[config.mk]
export PLATFORM = sky130hd
export DESIGN_NAME = pulse_width_rf_frame_transmitter
export DESIGN_NICKNAME = d
export VERILOG_FILES = /design/src/design/pwft_pkg.sv /design/src/design/pwft_seq.sv /design/src/design/pulse_width_rf_frame_transmitter.sv
export VERILOG_INCLUDE_DIRS = /design/src /design/src/design
export SDC_FILE = /design/constraint.sdc
export NUM_CORES = 1
export LEC_CHECK = 0
export BUFFER_PORTS_ARGS = -buffer_cell sky130_fd_sc_hd__buf_2
export CAP_MARGIN = 20
export CORE_MARGIN = 4
export CORE_UTILIZATION = 40
export CTS_CLUSTER_SIZE = 12
export DETAILED_ROUTE_END_ITERATION = 10
export GPL_TIMING_DRIVEN = 0
export PLACE_DENSITY_LB_ADDON = 0.05
export SYNTH_ARGS = -nofsm -noshare
export SYNTH_HDL_FRONTEND = slang
export SYNTH_SLANG_ARGS = --single-unit
[constraint.sdc]
create_clock -name clk_i -period 11.5 [get_ports clk_i]
set_clock_uncertainty 0.1 [all_clocks]
set_input_delay 0.575 -clock clk_i [delete_from_list [all_inputs] [get_ports clk_i]]
set_output_delay 0.575 -clock clk_i [all_outputs]
set_load 0.02 [all_outputs]
[src/design/pulse_width_rf_frame_transmitter_defines.svh]
// Assertion macros shared by the pulse frame transmitter modules.
`ifndef PULSE_WIDTH_RF_FRAME_TRANSMITTER_DEFINES_SVH
`define PULSE_WIDTH_RF_FRAME_TRANSMITTER_DEFINES_SVH

`ifndef ASSERT_OFF
// Checked property, switched off while reset is asserted.
`define PWFT_ASSERT(lbl, clk, rstn, prop, msg) \
  lbl: assert property (@(posedge clk) disable iff (!rstn) prop) else $error(msg);
// Checked property that also holds during reset.
`define PWFT_ASSERT_ALWAYS(lbl, clk, prop, msg) \
  lbl: assert property (@(posedge clk) prop) else $error(msg);
`else
`define PWFT_ASSERT(lbl, clk, rstn, prop, msg)
`define PWFT_ASSERT_ALWAYS(lbl, clk, prop, msg)
`endif

`endif

[src/design/pwft_pkg.sv]
// Types and constants of the pulse frame transmitter.
package pwft_pkg;

  localparam int REG_W     = 16;
  localparam int RPT_W     = 4;
  localparam int BYTE_W    = 8;
  localparam int CFG_IDX_W = 3;

  // Request codes
  localparam logic REQ_TICK  = 1'b0;
  localparam logic REQ_START = 1'b1;

  // Configuration register indexes
  localparam logic [CFG_IDX_W-1:0] CFG_LEADER_HIGH = 3'd0;
  localparam logic [CFG_IDX_W-1:0] CFG_LEADER_LOW  = 3'd1;
  localparam logic [CFG_IDX_W-1:0] CFG_ZERO_HIGH   = 3'd2;
  localparam logic [CFG_IDX_W-1:0] CFG_ZERO_LOW    = 3'd3;
  localparam logic [CFG_IDX_W-1:0] CFG_ONE_HIGH    = 3'd4;
  localparam logic [CFG_IDX_W-1:0] CFG_ONE_LOW     = 3'd5;
  localparam logic [CFG_IDX_W-1:0] CFG_GAP         = 3'd6;
  localparam logic [CFG_IDX_W-1:0] CFG_REPEAT      = 3'd7;

  typedef struct packed {
    logic              req_type;
    logic [BYTE_W-1:0] addr_byte;
    logic [BYTE_W-1:0] data_byte;
  } in_item_t;

  typedef struct packed {
    logic line_level;
    logic busy_res;
    logic accepted;
    logic message_done;
  } out_item_t;

  typedef struct packed {
    logic [REG_W-1:0] leader_high_ticks;
    logic [REG_W-1:0] leader_low_ticks;
    logic [REG_W-1:0] zero_high_ticks;
    logic [REG_W-1:0] zero_low_ticks;
    logic [REG_W-1:0] one_high_ticks;
    logic [REG_W-1:0] one_low_ticks;
    logic [REG_W-1:0] gap_ticks;
    logic [RPT_W-1:0] repeat_count;
  } cfg_t;

  localparam cfg_t CFG_RESET = '{
    leader_high_ticks: 16'd360,
    leader_low_ticks:  16'd180,
    zero_high_ticks:   16'd22,
    zero_low_ticks:    16'd23,
    one_high_ticks:    16'd45,
    one_low_ticks:     16'd45,
    gap_ticks:         16'd220,
    repeat_count:      4'd6
  };

endpackage

[src/design/pwft_seq.sv]
// Segment sequencer: phase, tick count and bit position of the message in flight.
`include "pulse_width_rf_frame_transmitter_defines.svh"

module pwft_seq #(
  parameter int TICK_COUNT_BITS = 16
) (
  input  logic               clk_i,
  input  logic               rst_ni,
  input  logic               step_i,
  input  pwft_pkg::in_item_t  item_i,
  input  pwft_pkg::cfg_t      cfg_i,
  output pwft_pkg::out_item_t res_o
);

  localparam int CntW = TICK_COUNT_BITS;
  localparam int PosW = 6;
  localparam int FrameBits = 4 * pwft_pkg::BYTE_W;

  typedef enum logic [2:0] {
    PH_IDLE, PH_LEAD_H, PH_LEAD_L, PH_BIT_H, PH_BIT_L, PH_STOP_H, PH_STOP_L, PH_GAP
  } phase_e;

  // Where the segment search starts after a segment ends or a message starts
  typedef enum logic [2:0] {
    EN_NONE, EN_LEAD_H, EN_LEAD_L, EN_FRAME, EN_BIT_L, EN_SEARCH, EN_STOP_L, EN_GAP
  } entry_e;

  function automatic logic [CntW-1:0] fit(input logic [pwft_pkg::REG_W-1:0] v);
    logic [CntW+pwft_pkg::REG_W-1:0] w;
    w = {{CntW{1'b0}}, v};
    return w[CntW-1:0];
  endfunction

  function automatic logic is_high(input phase_e p);
    return (p == PH_LEAD_H) || (p == PH_BIT_H) || (p == PH_STOP_H);
  endfunction

  phase_e                    phase_q, phase_d, phase_r;
  logic [CntW-1:0]           ticks_q, ticks_d, ticks_r;
  logic [PosW-1:0]           pos_q, pos_d, pos_r;
  logic [pwft_pkg::RPT_W-1:0] frames_q, frames_d, frames_r;
  logic [pwft_pkg::BYTE_W-1:0] addr_q, addr_d, data_q, data_d;

  logic is_start, start_ok, tick_run, seg_end;
  entry_e                    ent;
  logic [PosW-1:0]           ent_pos, srch_s;
  logic [pwft_pkg::RPT_W-1:0] ent_frames, frames_dec;

  logic [CntW-1:0] len_lh, len_ll, len_zh, len_zl, len_oh, len_ol, len_gp;
  logic lh0, ll0, zh0, zl0, oh0, ol0, gp0;
  logic [FrameBits-1:0] fbits, live;
  logic found_s, found_0;
  logic [4:0] idx_s, idx_0;
  logic b_ent, b_s, b_0;
  logic [CntW-1:0] bl_lo, s_hi, s_lo, z_hi, z_lo;
  logic from_frame, to_stop_h, to_stop_l, to_gap;

  // Segment lengths, cut to the counter width
  assign len_lh = fit(cfg_i.leader_high_ticks);
  assign len_ll = fit(cfg_i.leader_low_ticks);
  assign len_zh = fit(cfg_i.zero_high_ticks);
  assign len_zl = fit(cfg_i.zero_low_ticks);
  assign len_oh = fit(cfg_i.one_high_ticks);
  assign len_ol = fit(cfg_i.one_low_ticks);
  assign len_gp = fit(cfg_i.gap_ticks);
  assign lh0 = (len_lh == '0);
  assign ll0 = (len_ll == '0);
  assign zh0 = (len_zh == '0);
  assign zl0 = (len_zl == '0);
  assign oh0 = (len_oh == '0);
  assign ol0 = (len_ol == '0);
  assign gp0 = (len_gp == '0);

  // Item decode
  assign is_start = (item_i.req_type == pwft_pkg::REQ_START);
  assign start_ok = is_start && (phase_q == PH_IDLE);
  assign tick_run = !is_start && (phase_q != PH_IDLE);
  assign seg_end  = tick_run && (ticks_q == CntW'(1));

  // Bytes of the frame: a start item brings new ones
  assign addr_d = start_ok ? item_i.addr_byte : addr_q;
  assign data_d = start_ok ? item_i.data_byte : data_q;
  assign fbits  = {~data_d, data_d, ~addr_d, addr_d};

  // A bit whose high and low parts are both empty is passed over
  always_comb begin : bit_live
    for (int i = 0; i < FrameBits; i++) begin
      live[i] = fbits[i] ? !(oh0 && ol0) : !(zh0 && zl0);
    end
  end

  // Entry point of the segment search
  always_comb begin : entry_sel
    ent        = EN_NONE;
    ent_pos    = pos_q;
    ent_frames = frames_q;
    if (start_ok) begin
      ent        = EN_LEAD_H;
      ent_pos    = '0;
      ent_frames = cfg_i.repeat_count;
    end else if (seg_end) begin
      case (phase_q)
        PH_LEAD_H: ent = EN_LEAD_L;
        PH_LEAD_L: ent = EN_FRAME;
        PH_BIT_H:  ent = EN_BIT_L;
        PH_BIT_L: begin
          ent     = EN_SEARCH;
          ent_pos = pos_q + PosW'(1);
        end
        PH_STOP_H: ent = EN_STOP_L;
        PH_STOP_L: ent = EN_GAP;
        PH_GAP: begin
          ent        = EN_FRAME;
          ent_frames = frames_q - pwft_pkg::RPT_W'(1);
        end
        default:   ent = EN_NONE;
      endcase
    end
  end

  assign srch_s     = (ent == EN_BIT_L) ? ent_pos + PosW'(1) : ent_pos;
  assign frames_dec = ent_frames - pwft_pkg::RPT_W'(1);

  // First live bit at or after the search start, and from bit 0
  always_comb begin : find_first
    found_s = 1'b0;
    found_0 = 1'b0;
    idx_s   = '0;
    idx_0   = '0;
    for (int i = FrameBits - 1; i >= 0; i--) begin
      if (live[i] && (PosW'(i) >= srch_s)) begin
        found_s = 1'b1;
        idx_s   = 5'(i);
      end
      if (live[i]) begin
        found_0 = 1'b1;
        idx_0   = 5'(i);
      end
    end
  end

  assign b_ent = fbits[ent_pos[4:0]];
  assign b_s   = fbits[idx_s];
  assign b_0   = fbits[idx_0];
  assign bl_lo = b_ent ? len_ol : len_zl;
  assign s_hi  = b_s ? len_oh : len_zh;
  assign s_lo  = b_s ? len_ol : len_zl;
  assign z_hi  = b_0 ? len_oh : len_zh;
  assign z_lo  = b_0 ? len_ol : len_zl;

  assign from_frame = (ent inside {EN_LEAD_H, EN_LEAD_L, EN_FRAME});
  assign to_stop_h  = from_frame || (ent inside {EN_BIT_L, EN_SEARCH});
  assign to_stop_l  = to_stop_h || (ent == EN_STOP_L);
  assign to_gap     = to_stop_l || (ent == EN_GAP);

  // First segment of non-zero length from the entry point on
  always_comb begin : resolve
    phase_r  = PH_IDLE;
    ticks_r  = '0;
    pos_r    = ent_pos;
    frames_r = ent_frames;
    if ((ent == EN_LEAD_H) && !lh0) begin
      phase_r = PH_LEAD_H;
      ticks_r = len_lh;
    end else if (((ent == EN_LEAD_H) || (ent == EN_LEAD_L)) && !ll0) begin
      phase_r = PH_LEAD_L;
      ticks_r = len_ll;
    end else if ((ent == EN_BIT_L) && (bl_lo != '0)) begin
      phase_r = PH_BIT_L;
      ticks_r = bl_lo;
    end else if (((ent == EN_BIT_L) || (ent == EN_SEARCH)) && found_s) begin
      phase_r = (s_hi == '0) ? PH_BIT_L : PH_BIT_H;
      ticks_r = (s_hi == '0) ? s_lo : s_hi;
      pos_r   = {1'b0, idx_s};
    end else if (from_frame && (ent_frames == '0)) begin
      phase_r = PH_IDLE;
    end else if (from_frame && found_0) begin
      phase_r = (z_hi == '0) ? PH_BIT_L : PH_BIT_H;
      ticks_r = (z_hi == '0) ? z_lo : z_hi;
      pos_r   = {1'b0, idx_0};
    end else if (to_stop_h && !oh0) begin
      phase_r = PH_STOP_H;
      ticks_r = len_oh;
    end else if (to_stop_l && !ol0) begin
      phase_r = PH_STOP_L;
      ticks_r = len_ol;
    end else if (to_gap && !gp0) begin
      phase_r = PH_GAP;
      ticks_r = len_gp;
    end else if (to_gap && (frames_dec != '0) && found_0) begin
      // gap skipped, next frame begins
      phase_r  = (z_hi == '0) ? PH_BIT_L : PH_BIT_H;
      ticks_r  = (z_hi == '0) ? z_lo : z_hi;
      pos_r    = {1'b0, idx_0};
      frames_r = frames_dec;
    end
  end

  // Next state
  always_comb begin : next_state
    phase_d  = phase_q;
    ticks_d  = ticks_q;
    pos_d    = pos_q;
    frames_d = frames_q;
    if (start_ok || seg_end) begin
      phase_d  = phase_r;
      ticks_d  = ticks_r;
      pos_d    = pos_r;
      frames_d = frames_r;
    end else if (tick_run) begin
      ticks_d = ticks_q - CntW'(1);
    end
  end

  always_ff @(posedge clk_i or negedge rst_ni) begin
    if (!rst_ni) begin
      phase_q  <= PH_IDLE;
      ticks_q  <= '0;
      pos_q    <= '0;
      frames_q <= '0;
      addr_q   <= '0;
      data_q   <= '0;
    end else if (step_i) begin
      phase_q  <= phase_d;
      ticks_q  <= ticks_d;
      pos_q    <= pos_d;
      frames_q <= frames_d;
      addr_q   <= addr_d;
      data_q   <= data_d;
    end
  end

  // Result of the item
  assign res_o.line_level   = is_start ? is_high(phase_d) : is_high(phase_q);
  assign res_o.busy_res     = (phase_d != PH_IDLE);
  assign res_o.accepted     = start_ok;
  assign res_o.message_done = seg_end && (phase_r == PH_IDLE);

  `PWFT_ASSERT(a_busy_has_count, clk_i, rst_ni, (phase_q != PH_IDLE) |-> (ticks_q != '0), "segment in progress with zero count")
  `PWFT_ASSERT_ALWAYS(a_bit_pos_range, clk_i, ((phase_q == PH_BIT_H) || (phase_q == PH_BIT_L)) |-> (pos_q < PosW'(FrameBits)), "bit position beyond frame")

endmodule

[src/design/pulse_width_rf_frame_transmitter.sv]
// Top level of the pulse frame transmitter: configuration registers and result register.
//
//  channel   direction  handshake                    payload
//  in        to block   in_valid_i / in_stall_o      in_item_i  (req_type, addr, data)
//  out       from block out_valid_o / out_stall_i    out_item_o (level, busy, accepted, done)
//  cfg       to block   cfg_valid_i / cfg_ready_o    cfg_index_i, cfg_data_i
//
// One item per clock; its result appears in the result register the cycle after.
// The sequencer resolves a whole segment change, skipped segments included, in that cycle.
// Reset clears the sequencer to idle and loads the register reset values.
// A stalled result holds; a new item is taken only while the result register is free
// or being read. Configuration writes are taken in every cycle.
`include "pulse_width_rf_frame_transmitter_defines.svh"

module pulse_width_rf_frame_transmitter #(
  parameter int TICK_COUNT_BITS = 16
) (
  input  logic                              clk_i,
  input  logic                              rst_ni,
  input  logic                              in_valid_i,
  output logic                              in_stall_o,
  input  pwft_pkg::in_item_t                 in_item_i,
  output logic                              out_valid_o,
  input  logic                              out_stall_i,
  output pwft_pkg::out_item_t                out_item_o,
  input  logic                              cfg_valid_i,
  output logic                              cfg_ready_o,
  input  logic [pwft_pkg::CFG_IDX_W-1:0]    cfg_index_i,
  input  logic [pwft_pkg::REG_W-1:0]        cfg_data_i
);

  pwft_pkg::cfg_t      cfg_q, cfg_d;
  pwft_pkg::out_item_t res;
  pwft_pkg::out_item_t out_item_q;
  logic                out_valid_q, out_valid_d;
  logic                step;

  // Configuration registers
  assign cfg_ready_o = 1'b1;

  always_comb begin : cfg_write
    cfg_d = cfg_q;
    if (cfg_valid_i) begin
      case (cfg_index_i)
        pwft_pkg::CFG_LEADER_HIGH: cfg_d.leader_high_ticks = cfg_data_i;
        pwft_pkg::CFG_LEADER_LOW:  cfg_d.leader_low_ticks  = cfg_data_i;
        pwft_pkg::CFG_ZERO_HIGH:   cfg_d.zero_high_ticks   = cfg_data_i;
        pwft_pkg::CFG_ZERO_LOW:    cfg_d.zero_low_ticks    = cfg_data_i;
        pwft_pkg::CFG_ONE_HIGH:    cfg_d.one_high_ticks    = cfg_data_i;
        pwft_pkg::CFG_ONE_LOW:     cfg_d.one_low_ticks     = cfg_data_i;
        pwft_pkg::CFG_GAP:         cfg_d.gap_ticks         = cfg_data_i;
        pwft_pkg::CFG_REPEAT:      cfg_d.repeat_count      = cfg_data_i[pwft_pkg::RPT_W-1:0];
        default:                   cfg_d = cfg_q;
      endcase
    end
  end

  always_ff @(posedge clk_i or negedge rst_ni) begin
    if (!rst_ni) begin
      cfg_q <= pwft_pkg::CFG_RESET;
    end else begin
      cfg_q <= cfg_d;
    end
  end

  // Item handshake: take an item while the result register can move on
  assign in_stall_o = out_valid_q && out_stall_i;
  assign step       = in_valid_i && !in_stall_o;

  pwft_seq #(
    .TICK_COUNT_BITS(TICK_COUNT_BITS)
  ) u_seq (
    .clk_i  (clk_i),
    .rst_ni (rst_ni),
    .step_i (step),
    .item_i (in_item_i),
    .cfg_i  (cfg_q),
    .res_o  (res)
  );

  // Result register
  assign out_valid_d = step || (out_valid_q && out_stall_i);

  always_ff @(posedge clk_i or negedge rst_ni) begin
    if (!rst_ni) begin
      out_valid_q <= 1'b0;
    end else begin
      out_valid_q <= out_valid_d;
    end
  end

  always_ff @(posedge clk_i) begin
    if (step) begin
      out_item_q <= res;
    end
  end

  assign out_valid_o = out_valid_q;
  assign out_item_o  = out_item_q;

  `PWFT_ASSERT(a_item_gives_result, clk_i, rst_ni, (in_valid_i && !in_stall_o) |=> out_valid_o, "accepted item left no result")
  `PWFT_ASSERT(a_done_ends_message, clk_i, rst_ni, (out_valid_o && out_item_o.message_done) |-> (!out_item_o.busy_res && !out_item_o.accepted), "message end reported while busy")

endmodule

Word level (Yosys, flattened, before mapping)
Cells that the tools add are included.
Widths: inputs -> output; s select.
{"block": "op_classes", "n_bitwise": 2, "n_reduce_logical": 102, "mux": 231, "add_sub_neg": 5, "magnitude_cmp": 35, "eq_ne": 25}
{"cell": "$mux 5", "count": 64}
{"cell": "$mux 16", "count": 19}
{"cell": "$logic_not 16->1", "count": 9}
{"cell": "$mux 1", "count": 100}
{"cell": "$ge 5x6->1 const A", "count": 16}
{"cell": "$mux 6", "count": 14}
{"cell": "$mux 4", "count": 13}
{"cell": "$logic_and 1x1->1", "count": 51}
{"cell": "$ge 4x6->1 const A", "count": 8}
{"cell": "$mux 3", "count": 15}
{"cell": "$eq 3x3->1 const B", "count": 13}
{"cell": "$ge 3x6->1 const A", "count": 4}
{"cell": "$eq 3x2->1 const B", "count": 7}
{"cell": "$reduce_and 2->1", "count": 10}
{"cell": "$lt 5x6->1 const B", "count": 3}
{"cell": "$pmux 3 s6", "count": 1}
{"cell": "$eq 16x1->1 const B", "count": 1}
{"cell": "$mux 8", "count": 2}
{"cell": "$not 8->8", "count": 2}
{"cell": "$reduce_bool 16->1", "count": 1}
{"cell": "$sub 16x1->16 const B", "count": 1}
{"cell": "$bmux 1 s5", "count": 3}
{"cell": "$add 6x1->6 const B", "count": 2}
{"cell": "$eq 3x1->1 const B", "count": 4}
{"cell": "11 further kinds", "count": 37}
{"block": "word_totals", "register_bits": 166, "in_bits": 41, "elab_cells": 419, "out_inout_bits": 7}

Logic depth before layout (Yosys ltp)
Gate-level depths: netlist of run 1.
{"block": "depth", "word_depth": 57, "mapped_depth": 29, "ltp_nobuf": 23}

Hierarchy
Synthesis of run 1 repeated with hierarchy kept, for this count alone.
{"block": "unflattened", "hier_cells": 1606, "hier_area_um2": 13670.6}
{"mod": "pwft_seq", "area_each_um2": 8984.9, "n_inst": 1, "seq_area_each_um2": 1126.1, "cells_per_inst": 1342}
{"mod": "pulse_width_rf_frame_transmitter", "area_each_um2": 4685.7, "n_inst": 1, "seq_area_each_um2": 3085.5, "cells_per_inst": 264}

Worst setup path after synthesis of run 1
No wires, ideal clock.
{"block": "synth_timing", "path_kind": "in2reg", "startpoint": "input port in_item_i[16] (netlist name)", "endpoint": "register out_item_q, in the netlist out_item_o[3] (data pin)", "path_buffers": 1, "t_arrival_ps": 5687, "slack_ps": 5448, "required_time_ps": 11135, "setup_time_ps": 265, "stages": 22, "cell_sequence": "nor4b_2 -> nand4_2 -> nor2_1 -> mux2i_1 -> ha_1 -> and4_1 -> buf_2 -> nand2_1 -> nor4_4 -> nor4_1 -> o32a_1 -> o311a_1 -> and4_4 -> nor2_8 -> mux2_1 -> o211ai_1 -> a21oi_2 -> nor4b_1 -> a311oi_2 -> o21ai_2 -> a2111oi_2 -> or3_1"}
{"element": "start, declared", "line_no": "pulse_width_rf_frame_transmitter.sv:22", "text": "input pwft_pkg::in_item_t in_item_i,"}
{"element": "end signal, assigned", "line_no": "pulse_width_rf_frame_transmitter.sv:94", "text": "out_item_q <= res;"}
{"element": "end, declared", "line_no": "pulse_width_rf_frame_transmitter.sv:34", "text": "pwft_pkg::out_item_t out_item_q;"}

Worst setup path after layout of run 1
{"block": "layout_timing", "startpoint": "register u_seq.ticks_q[1]", "endpoint": "register u_seq.ticks_q[13]"}
{"block": "layout_via", "elab_chain_cells": 50, "elab_cells_between_ends": 192, "classes_between": "add/sub (3); order compare (32); eq/ne (8); mux (91); reduce/logical (58)"}
{"element": "start, declared", "line_no": "pwft_seq.sv:39", "text": "logic [CntW-1:0] ticks_q, ticks_d, ticks_r;"}
{"element": "start signal, assigned", "line_no": "pwft_seq.sv:225", "text": "ticks_q <= ticks_d;"}
{"element": "$eq 16x1->1", "line_no": "pwft_seq.sv:78", "text": "assign seg_end = tick_run && (ticks_q == CntW'(1));"}
{"element": "$logic_and 1x1->1", "line_no": "pwft_seq.sv:78"}
{"element": "$mux 6 / $mux 3 (equally long branches)", "line_no": "pwft_seq.sv:101", "text": "end else if (seg_end) begin"}
{"element": "$mux 6 / $mux 3 (equally long branches)", "line_no": "pwft_seq.sv:97", "text": "if (start_ok) begin"}
{"element": "$add 6x1->6 / $eq 3x3->1 (equally long branches)", "line_no": "pwft_seq.sv:121, pwft_seq.sv:152, pwft_seq.sv:168"}
{"element": "$mux 6", "line_no": "pwft_seq.sv:121", "text": "assign srch_s = (ent == EN_BIT_L) ? ent_pos + PosW'(1) : ent_pos;"}
{"element": "$ge 5x6->1", "line_no": "pwft_seq.sv:131", "text": "if (live[i] && (PosW'(i) >= srch_s)) begin"}
{"element": "$logic_and 1x1->1", "line_no": "pwft_seq.sv:131"}
{"element": "[... 34 more ...]"}
{"element": "$mux 16", "line_no": "pwft_seq.sv:146", "text": "assign s_hi = b_s ? len_oh : len_zh;"}
{"element": "$logic_not 16->1", "line_no": "pwft_seq.sv:173", "text": "ticks_r = (s_hi == '0) ? s_lo : s_hi;"}
{"element": "$mux 16", "line_no": "pwft_seq.sv:173"}
{"element": "$mux 16", "line_no": "pwft_seq.sv:171", "text": "end else if (((ent == EN_BIT_L) || (ent == EN_SEARCH)) && found_s) begin"}
{"element": "$mux 16", "line_no": "pwft_seq.sv:168", "text": "end else if ((ent == EN_BIT_L) && (bl_lo != '0)) begin"}
{"element": "$mux 16", "line_no": "pwft_seq.sv:165", "text": "end else if (((ent == EN_LEAD_H) || (ent == EN_LEAD_L)) && !ll0) begin"}
{"element": "$mux 16", "line_no": "pwft_seq.sv:162", "text": "if ((ent == EN_LEAD_H) && !lh0) begin"}
{"element": "$mux 16", "line_no": "pwft_seq.sv:205", "text": "if (start_ok || seg_end) begin"}
Several ways; a longest one is shown, not always the timed one. The select of a mux whose other input is x is not followed.
A chain may end at the register's enable or synchronous reset.

==> flow_metrics.tcl, run 1 <==
set metrics [dict create \
    outcome "finished with violations" \
    violations "negative hold slack" \
    cp_max_fo 10 \
    setup_viol 0 \
    criticalPathCategory "reg -> reg" \
    yosysWarnings 0 \
    hp-class "in -> async" \
    slowest_stage "o41ai_2" \
    holdWs_ns -0.000720 \
    wl_per_cell_um 26.9 \
    synthesis.instances 1572 \
    place_congestion 0.999 \
    final_area_sq_mm 0.0147 \
    peakVddDrop_v 0.000154 \
    avgSynthCellArea_sq_um 8.45 \
    portBuffers 43 \
    dieArea_sq_mm 0.0362 \
    p_per_area_mw_per_mm2 221 \
    synth_edf_count 4 \
    drive_gt1_share_pct 19.2 \
    route.detailed.drc 0 \
    switching_share_pct 48.3 \
    slew_headroom_pct 23.6 \
    diodes 0 \
    cts.sinks 166 \
    first_pass_iters 8 \
    crit_path_end_kind "flop" \
    internal_power_mw 1.68 \
    finalWirelength_um 56300 \
    cp-start-kind "flop" \
    hold_viol 1 \
    regArea_sq_mm 0.00421 \
    cts.clk_slew.worst_paths_ns 0.07 \
    slowest_delay_ns 0.68 \
    synthFlopType "dfrtp_1" \
    postRouteAntennaNets 0 \
    syn_to_final_growth_pct 10.8 \
    synth_area_sq_mm 0.0133 \
    vias 13500 \
    ys_seq_area_share_pct 31.7 \
    cts_buffer_depth 2 \
    nets 1689 \
    dp_hpwl_um 43000 \
    fin_crit_ns 7.66 \
    cap_violations 0 \
    cts_hold_buffers 0 \
    required_ns 11.71 \
    grt_pass1_vias 13100 \
    max_freq_mhz 130 \
    fin_crit_sh_pct 66.6 \
    first_iter_violations 1259 \
    cts_setup_buffers 0 \
    p_seq_share_pct 29.8 \
    boundaryPins 48 \
    antenna_found_initial 0 \
    clkPwrFrac_pct 18.4 \
    placed_cell_area_sq_mm 0.0141 \
    die_h_um 190 \
    die_width_um 190 \
    start_util_pct 40.7 \
    path_buf_inv 7 \
    syn-num-nets 1621 \
    final_common_cell "nand2_1" \
    fp.coreArea_sq_mm 0.0326 \
    cp-startpoint "u_seq.ticks_q[1]$_DFFE_PN0P_" \
    synth_seq_cells 166 \
    routed_via_density 6.45 \
    drv_slew 0 \
    rrSetupSlack_ns 3.84 \
    cts-buffers-inserted 17 \
    n_fill_cell 3237 \
    cpLargestDelayFamily "compound AO/OA/AOI/OAI gates" \
    grt_max_degree 83 \
    p_switching_mw 1.57 \
    h-tree-depth 4 \
    worst_slew_pin_slew_ns 1.11 \
    comb_power_share_pct 51.9 \
    cts_tree "done" \
    ff2ff_path_depth 27 \
    grt_usage_pct 30.7 \
    p_leak_nw 5.49 \
    timing.rr.start "u_seq.ticks_q[1]$_DFFE_PN0P_" \
    rsz0062_at_grt "false" \
    clk_latency_ns 0.46 \
    ctsResizeCount 0 \
    timing.setup.tns_ns 0 \
    multi_input_area_sq_mm 0.00863 \
    grt_pass1_wl_um 84200 \
    synthArstFlopShare_pct 97.6 \
    gr-total-overflow 0 \
    num_rows 66 \
    synth_cell_types 109 \
    rr_endpoint "u_seq.ticks_q[13]$_DFFE_PN0P_" \
    final_cell_mix "171 x nand2_1, 160 x a21oi_1, 139 x nor2_1, 137 x mux2_2, 132 x dfrtp_1" \
    arrival_ns 7.88 \
    root_buffer "clkbuf_16" \
]
-- worst register-to-register path, cell delays in order (launching register included) --
cell	delay, ns
dfrtp_1	0.41
inv_1	0.09
ha_1	0.21
nor4b_2	0.30
nand4_2	0.28
buf_6	0.24
buf_4	0.18
o21ai_0	0.22
nand2_1	0.23
ha_1	0.36
and4_1	0.19
buf_2	0.18
a211oi_2	0.61
or2_1	0.19
clkbuf_1	0.28
buf_2	0.30
o21ai_0	0.18
nand2_1	0.10
a31oi_1	0.11
o41ai_2	0.68
o311ai_4	0.22
a211oi_4	0.36
nor2_4	0.11
xnor2_4	0.33
buf_2	0.36
nand2_1	0.10
a31oi_1	0.52
a211oi_1	0.09
-- sequential cells by signal (all words and copies together), names as in the netlist --
name / flops
u_seq.frames_q: 4
u_seq.pos_q: 6
u_seq.addr_q: 8
u_seq.data_q: 8
cfg_q: 116
out_valid_o: 1
u_seq.phase_q: 3
u_seq.ticks_q: 16
out_item_o: 4
-- power groups by stage --
stage               Sequential (mW)  Clock (mW)  Combinational (mW)
floorplan                     0.897           0                1.15
global placement              0.970           0                1.63
detailed placement            0.973           0                1.64
CTS                           0.963       0.609                1.65
global route                  0.988       0.631                1.80
finish                        0.969       0.599                1.69
-- cells in the mapped netlist (7+ instances only) --
master    count  area (sq um)
nand2_1     171           642
a21oi_1     160           801
nor2_1      139           522
mux2_2      137          1540
dfrtp_1     132          3300
o21ai_0     113           566
clkbuf_1     73           274
mux2i_1      64           641
nor3_1       46           230
nor4_1       43           269
nand3_1      33           165
dfstp_2      30           788
a31oi_1      27           169
a211oi_1     24           180
nand4_1      18           113
o211ai_1     17           128
a211o_1      16           140
nand2b_1     16           100
buf_2        15          75.1
and3_1       14          87.6
inv_1        12          45.0
nor2b_1      11          68.8
or3_1        11          68.8
xnor2_1      11          96.3
o31ai_1      10          75.1
o21a_1        9          67.6
o21ai_1       9          45.0
o221ai_1      9          78.8
or2_2         9          56.3
and2_1        8          50.1
ha_1          8           100
o22ai_1       8          50.1
a221oi_1      7          61.3
and4_1        7          61.3
o32ai_1       7          61.3
or4_1         7          52.6
-- cell families after synthesis --
family,share of synthesized area [%]
other cells,0.0282
xor+xnor,1.31
fa+ha+maj,0.753
flops,31.7
compound gates,24.4
mux,16.5
buf+inv,3.42
simple gates,21.8
-- worst max-delay path by stage --
stage                                     to  slack, ns  depth (start not counted)
6_report       u_seq.ticks_q[13]$_DFFE_PN0P_       3.84                         27
5_1_grt        u_seq.ticks_q[13]$_DFFE_PN0P_       3.50                         27
4_1_cts        u_seq.ticks_q[13]$_DFFE_PN0P_       3.95                         27
3_5_place_dp   u_seq.ticks_q[13]$_DFFE_PN0P_       3.87                         26
3_3_place_gp   u_seq.ticks_q[13]$_DFFE_PN0P_       3.38                         26
2_1_floorplan        out_item_o[3]$_DFFE_PP_       5.45                         22
-- area by class of cell --
class | count | share of cell area, %
tap | 442 | 3.76
timing repair buffer | 49 | 1.97
buffer | 96 | 2.75
multi-input combinational | 1297 | 58.6
clock buffer | 20 | 3.10
clock inverter | 12 | 0.884
inverter | 13 | 0.331
sequential | 166 | 28.6
-- per-layer routing --
layer | track usage [%] | vias to the layer above | wire length, um
li1 | - | 6099 | -
met1 | 37.2 | 6647 | 22600
met2 | 52.8 | 598 | 27400
met3 | 4.14 | 167 | 2670
met4 | 17.0 | 0 | 3610
met5 | 0 | - | 0
-- through the flow --
stage          setup slack [ns]  utilization [%]  hold WS (ns)  cells  power (mW)
5_1_grt                    3.50             45.1        0.0404   2095        3.42
3_5_place_dp               3.87             43.3         0.408   2061        2.61
4_1_cts                    3.95             45.1        0.0375   2093        3.22
3_3_place_gp               3.38             43.1         0.404   2057        2.60
6_report                   3.84             45.1     -0.000720   2095        3.26
2_1_floorplan              5.45                -         0.179   1572        2.04
Power figures use the tool's default switching activity.
==> inputs of run 2 (changes only) <==
clock period = 6.25 ns   (was 11.5 ns; I/O delays follow)
==> run 2 against run 1 <==
The run now ends clean. Global-route usage rose by 0.45 points. Sequential power rose by 87%. Register-to-register slack got worse by 3.8 ns. Maximum frequency rose by 23%. Utilization rose by 3.5 points. Count of clock-buffer cells in the layout did not move. Wire length rose by 2.4%. First-iteration DRC count fell by 3.1%. Cell count rose by 1.6%. Non-clock buffer count rose by 31. Via count rose by 1.6%. Highest routed layer is now met5.
==> flow_metrics.tcl, run 2 (synthesis results as in run 1) <==
set metrics [dict create \
    fin_crit_sh_pct 99.6 \
    hp-class "in -> reg" \
    grt_pass1_vias 13300 \
    route.detailed.drc 0 \
    regMostFlops "cfg_q" \
    timing.setup.tns_ns 0 \
    rrSetupSlack_ns 0.02 \
    crit_path_end_kind "flop" \
    place_congestion 0.999 \
    drive_gt1_share_pct 27.1 \
    dp_slack_ns -1.27 \
    cts-buffers-inserted 17 \
    cts.clk_slew.worst_paths_ns 0.08 \
    cp_max_fo 10 \
    cts_buffer_depth 2 \
    h-tree-depth 4 \
    criticalPathCategory "reg -> reg" \
    die_h_um 190 \
    outcome "complete, no violations" \
    cap_violations 0 \
    fin_total_pwr_mw 6.43 \
    fin_crit_ns 6.23 \
    crit_chain "nor4_1 -> nand4_1 -> nand2b_1 -> clkbuf_1 -> clkbuf_2 -> nor2_1 -> nand2_1 -> nor4_1 -> a311oi_2 -> a221oi_2 -> xnor2_2 -> mux2_2 -> clkbuf_4 -> nor2_1 -> a21oi_1 -> o21ai_1 -> nand3_1 -> a31oi_1 -> a211oi_1 -> or3_1" \
    slowest_delay_ns 0.48 \
    slew_headroom_pct 14.3 \
    nets 1722 \
    setup_viol 0 \
    holdWs_ns 0.0959 \
    final_cell_mix "168 x nand2_1, 150 x a21oi_1, 134 x nor2_1, 133 x mux2_2, 131 x dfrtp_1" \
    cp-start-kind "flop" \
    num_rows 66 \
    postRouteAntennaNets 0 \
    wl_per_cell_um 27.1 \
    required_ns 6.33 \
    root_buffer "clkbuf_16" \
    worst_slew_pin_slew_ns 1.28 \
    grt_usage_pct 31.1 \
    cts.sinks 166 \
    gr-total-overflow 0 \
    boundaryPins 48 \
    first_iter_violations 1220 \
    routed_via_density 6.45 \
    ff2ff_path_depth 20 \
    rr_endpoint "out_item_o[3]$_DFFE_PP_" \
    diodes 0 \
    hold_depth 3 \
    whs_endpoint "u_seq.data_q[7]$_DFFE_PN0P_" \
    fp.coreArea_sq_mm 0.0326 \
    slowest_stage "nor4_1" \
    largest_reg_flops 116 \
    vias 13700 \
    min-delay-start "in_item_i[7]" \
    p_leak_nw 5.84 \
    arrival_ns 6.31 \
    grt_max_degree 83 \
    dieArea_sq_mm 0.0362 \
    die_width_um 190 \
    grt_pass1_wl_um 85400 \
    finalWirelength_um 57700 \
    path_buf_inv 3 \
    syn_to_final_growth_pct 19.3 \
    antenna_found_initial 1 \
    timing.rr.start "cfg_q[55]$_DFFE_PN0P_" \
    max_freq_mhz 161 \
    cpLargestDelayFamily "simple AND/OR/NAND/NOR gates" \
    final_common_cell "nand2_1" \
    setup_ws_ns 0.0236 \
    utilization_pct 48.6 \
    clk_latency_ns 0.45 \
    drv_slew 0 \
    hold_viol 0 \
    peakVddDrop_v 0.000287 \
    cts_tree "done" \
    p_per_area_mw_per_mm2 405 \
    dp_hpwl_um 43000 \
    first_pass_iters 6 \
    top_regs "cfg_q (116), u_seq.ticks_q (16)" \
    portBuffers 43 \
    start_util_pct 40.7 \
]
-- run 2: routing by layer --
layer	part of all wire, %	GRT usage (%)
met3	5.2	4.47
met1	39	37.3
met2	49	53.9
met4	6.4	17.2
met5	0.012	0
-- run 2: worst max-delay path by stage --
stage,startpoint,end,cells after the start
2_1_floorplan,u_seq.ticks_q[6]$_DFFE_PN0P_,out_item_o[3]$_DFFE_PP_,22
3_3_place_gp,u_seq.ticks_q[6]$_DFFE_PN0P_,u_seq.ticks_q[13]$_DFFE_PN0P_,25
3_5_place_dp,u_seq.ticks_q[1]$_DFFE_PN0P_,u_seq.ticks_q[13]$_DFFE_PN0P_,27
4_1_cts,u_seq.phase_q[1]$_DFFE_PN0P_,u_seq.ticks_q[10]$_DFFE_PN0P_,20
5_1_grt,u_seq.phase_q[2]$_DFFE_PN0P_,u_seq.ticks_q[14]$_DFFE_PN0P_,22
6_report,cfg_q[55]$_DFFE_PN0P_,out_item_o[3]$_DFFE_PP_,20
-- run 2: worst reg2reg max path, delay by kind of cell, from the launching register on --
family | cells | cell delay (ns)
xor+xnor | 1 | 0.22
flops | 1 | 0.44
buf+inv | 3 | 0.90
mux | 1 | 0.44
compound gates | 6 | 1.15
simple gates | 9 | 2.72
-- run 2: through the flow --
stage | cells | area (sq um)
6_report | 2128 | 15900
3_3_place_gp | 2057 | 14100
3_5_place_dp | 2061 | 14100
2_1_floorplan | 1572 | 13300
4_1_cts | 2112 | 15300
5_1_grt | 2128 | 15900
-- run 2: report_power, final --
| group | total [mW] | switching, mW | leakage (nW) | internal [mW] |
|---|---|---|---|---|
| Combinational | 3.51 | 2.16 | 3.64 | 1.35 |
| Sequential | 1.81 | 0.406 | 1.92 | 1.41 |
| Clock | 1.10 | 0.518 | 0.285 | 0.584 |
-- run 2: cell type report --
| type | instances | area [sq um] |
|---|---|---|
| Timing Repair Buffer | 84 | 594 |
| Inverter | 13 | 48.8 |
| Clock buffer | 20 | 457 |
| Buffer | 92 | 442 |
| Tap cell | 442 | 553 |
| Sequential cell | 166 | 4210 |
| Multi-Input combinational cell | 1299 | 9420 |
| Clock inverter | 12 | 130 |
| Fill cell | 3173 | 16800 |
-- run 2: what timing repair did --
action                     CTS  global route
buffers inserted            19            14
hold endpoints to repair    59             0
resized for setup           91            95
hold buffers                 2             0
pin swaps                   17            25
setup endpoints to repair   32            28
gates cloned                 1             2
==> inputs of run 3 (changes only) <==
BUFFER_PORTS_ARGS = -buffer_cell sky130_fd_sc_hd__clkbuf_2   (was -buffer_cell sky130_fd_sc_hd__buf_2)
CORE_UTILIZATION = 35   (was 40)
clock period = 7.25 ns   (was 6.25 ns; I/O delays follow)
==> run 3 against run 2 <==
Non-clock buffer count fell by 26. Total power fell by 19%. Clock power decreased by 13%. First-iteration DRC count decreased by 0.25%. Design area down 4.9%. Count of clock-buffer cells in the layout up 1. Via count is 2.9% lower. Combinational power is 23% lower. Global-route usage decreased by 4.1 points. Sequential power is 14% lower. Critical endpoint is now u_seq.ticks_q[7]$_DFFE_PN0P_. Largest cell class unchanged. Largest power group unchanged.
==> flow_metrics.tcl, run 3 (synthesis results as in run 1) <==
set metrics [dict create \
    num_rows 71 \
    p_seq_share_pct 29.7 \
    clkPwrFrac_pct 18.4 \
    finalWirelength_um 56600 \
    nets 1694 \
    cts-buffers-inserted 17 \
    final_cell_mix "170 x nand2_1, 158 x a21oi_1, 137 x mux2_2, 136 x nor2_1, 132 x dfrtp_1" \
    hold_viol 0 \
    cts_tree "done" \
    cp_max_fo 10 \
    required_ns 7.46 \
    cts.clk_slew.worst_paths_ns 0.07 \
    place_congestion 0.970 \
    p_per_area_mw_per_mm2 345 \
    criticalPathCategory "reg -> reg" \
    antenna_found_initial 0 \
    arrival_ns 7.22 \
    first_iter_violations 1217 \
    hp-class "in -> reg" \
    top_regs "cfg_q (116), u_seq.ticks_q (16)" \
    cap_violations 0 \
    fin_crit_sh_pct 96.6 \
    dieArea_sq_mm 0.0411 \
    drv_slew 0 \
    cts_buffer_depth 2 \
    h-tree-depth 4 \
    diodes 0 \
    fp.coreArea_sq_mm 0.0376 \
    vias 13300 \
    setup_viol 0 \
    grt_max_degree 87 \
    start_util_pct 35.4 \
    dp_hpwl_um 43500 \
    cts.sinks 166 \
    peakVddDrop_v 0.000180 \
    routed_via_density 6.15 \
    wl_per_cell_um 26.1 \
    boundaryPins 48 \
    slew_headroom_pct 20.8 \
    drive_gt1_share_pct 21.2 \
    grt_pass1_vias 13000 \
    first_pass_iters 6 \
    die_h_um 203 \
    largest_reg_flops 116 \
    timing.setup.tns_ns 0 \
    internal_power_mw 2.75 \
    crit_path_end_kind "flop" \
    fin_crit_ns 7.00 \
    route.detailed.drc 0 \
    grt_pass1_wl_um 84700 \
    utilization_pct 40.1 \
    grt_usage_pct 27.1 \
    outcome "complete, no violations" \
    portBuffers 43 \
    final_common_cell "nand2_1" \
    postRouteAntennaNets 0 \
    gr-total-overflow 0 \
    cp-start-kind "flop" \
    rsz0062_at_grt "false" \
    switching_share_pct 47.2 \
    p_leak_nw 5.60 \
    worst_slew_pin_slew_ns 1.15 \
    regMostFlops "cfg_q" \
    root_buffer "clkbuf_16" \
    comb_power_share_pct 51.9 \
    syn_to_final_growth_pct 13.4 \
    die_width_um 203 \
    p_switching_mw 2.46 \
    max_freq_mhz 143 \
    clk_latency_ns 0.45 \
]
## run 3: cell count changes in the layout (fill, tap and decap cells not counted), moves of 6 or more
| cell | before | now |
|---|---|---|
| clkbuf_1 | 58 | 71 |
| mux2i_2 | 7 | 1 |
| nor4_1 | 32 | 39 |
| buf_2 | 51 | 16 |
| mux2i_1 | 51 | 62 |
| a21oi_1 | 150 | 158 |
| clkbuf_2 | 11 | 46 |
| nor4_2 | 11 | 5 |
| buf_4 | 43 | 12 |
## run 3: area by class of cell
cell class	count	area (sq um)
sequential	166	4210
clock inverter	11	150
multi-input combinational	1297	8810
buffer	95	410
tap	511	639
clock buffer	21	460
fill	3917	22500
inverter	13	48.8
timing repair buffer	55	334
## run 3: worst paths after layout
check | start | to | slack, ns | cells after the start
worst max-delay path | cfg_q[60]$_DFFE_PN0P_ | u_seq.ticks_q[7]$_DFFE_PN0P_ | 0.25 | 20
min in group asynchronous | rst_ni | u_seq.pos_q[5]$_DFFE_PN0P_ | 0.44 | 2
worst min register to register | cfg_q[3]$_DFFE_PN0P_ | cfg_q[3]$_DFFE_PN0P_ | 0.42 | 1
max in group asynchronous | rst_ni | cfg_q[54]$_DFFE_PN1P_ | 5.70 | 3
worst min-delay path | in_valid_i | out_valid_o$_DFF_PN0_ | 0.02 | 2
worst max register to register | cfg_q[60]$_DFFE_PN0P_ | u_seq.ticks_q[7]$_DFFE_PN0P_ | 0.25 | 20
## run 3: per-layer routing
layer / track usage (%) / vias up / share of wire [%]
li1: - / 6127 / -
met1: 33.5 / 6556 / 41
met2: 46.9 / 527 / 49
met3: 3.37 / 121 / 4.7
met4: 12.9 / 0 / 4.7
met5: 0 / - / 0
## run 3: worst max-delay path, stage by stage (launching register included)
cell	delay, ns
dfrtp_1	0.43
nor4_2	0.50
nand4_1	0.42
nand2b_1	0.44
clkbuf_1	0.34
clkbuf_1	0.41
nor2_2	0.33
nand2_1	0.19
nor4_1	0.50
a311oi_1	0.14
a221oi_1	0.53
xnor2_1	0.25
mux2_2	0.36
buf_2	0.33
mux2_2	0.37
o21ai_0	0.20
nor2_1	0.06
a21oi_1	0.15
nor2_1	0.06
a2111oi_1	0.56
a21oi_1	0.15
## run 3: timing repair
| item | in CTS | in global routing |
|---|---|---|
| buffers inserted | 2 | 1 |
| resized for setup | 14 | 32 |
| endpoints found under the hold margin | 80 | 0 |
| setup endpoints to repair | 22 | 19 |
| pin swaps | 1 | 2 |
| hold buffers | 1 | 0 |
## run 3: power by group through the flow
| stage | clock, mW | combinational [mW] | sequential [mW] |
|---|---|---|---|
| global route | 1.01 | 2.90 | 1.58 |
| CTS | 0.980 | 2.62 | 1.54 |
| detailed placement | 0 | 2.59 | 1.55 |
| floorplan | 0 | 1.82 | 1.42 |
| finish | 0.959 | 2.70 | 1.55 |
| global placement | 0 | 2.58 | 1.55 |
## run 3: stage by stage
step / setup WS, ns / hold slack (ns) / area [sq um] / power, mW / instances
after CTS: 0.0300 / 0.00238 / 14900 / 5.14 / 2165
after global placement: -0.782 / 0.405 / 14100 / 4.13 / 2126
after global routing: 0.0676 / 0.0189 / 15100 / 5.50 / 2169
after floorplan: 1.22 / -0.0331 / 13300 / 3.24 / 1572
after detailed placement: -0.705 / 0.371 / 14200 / 4.14 / 2130
final: 0.246 / 0.0182 / 15100 / 5.20 / 2169
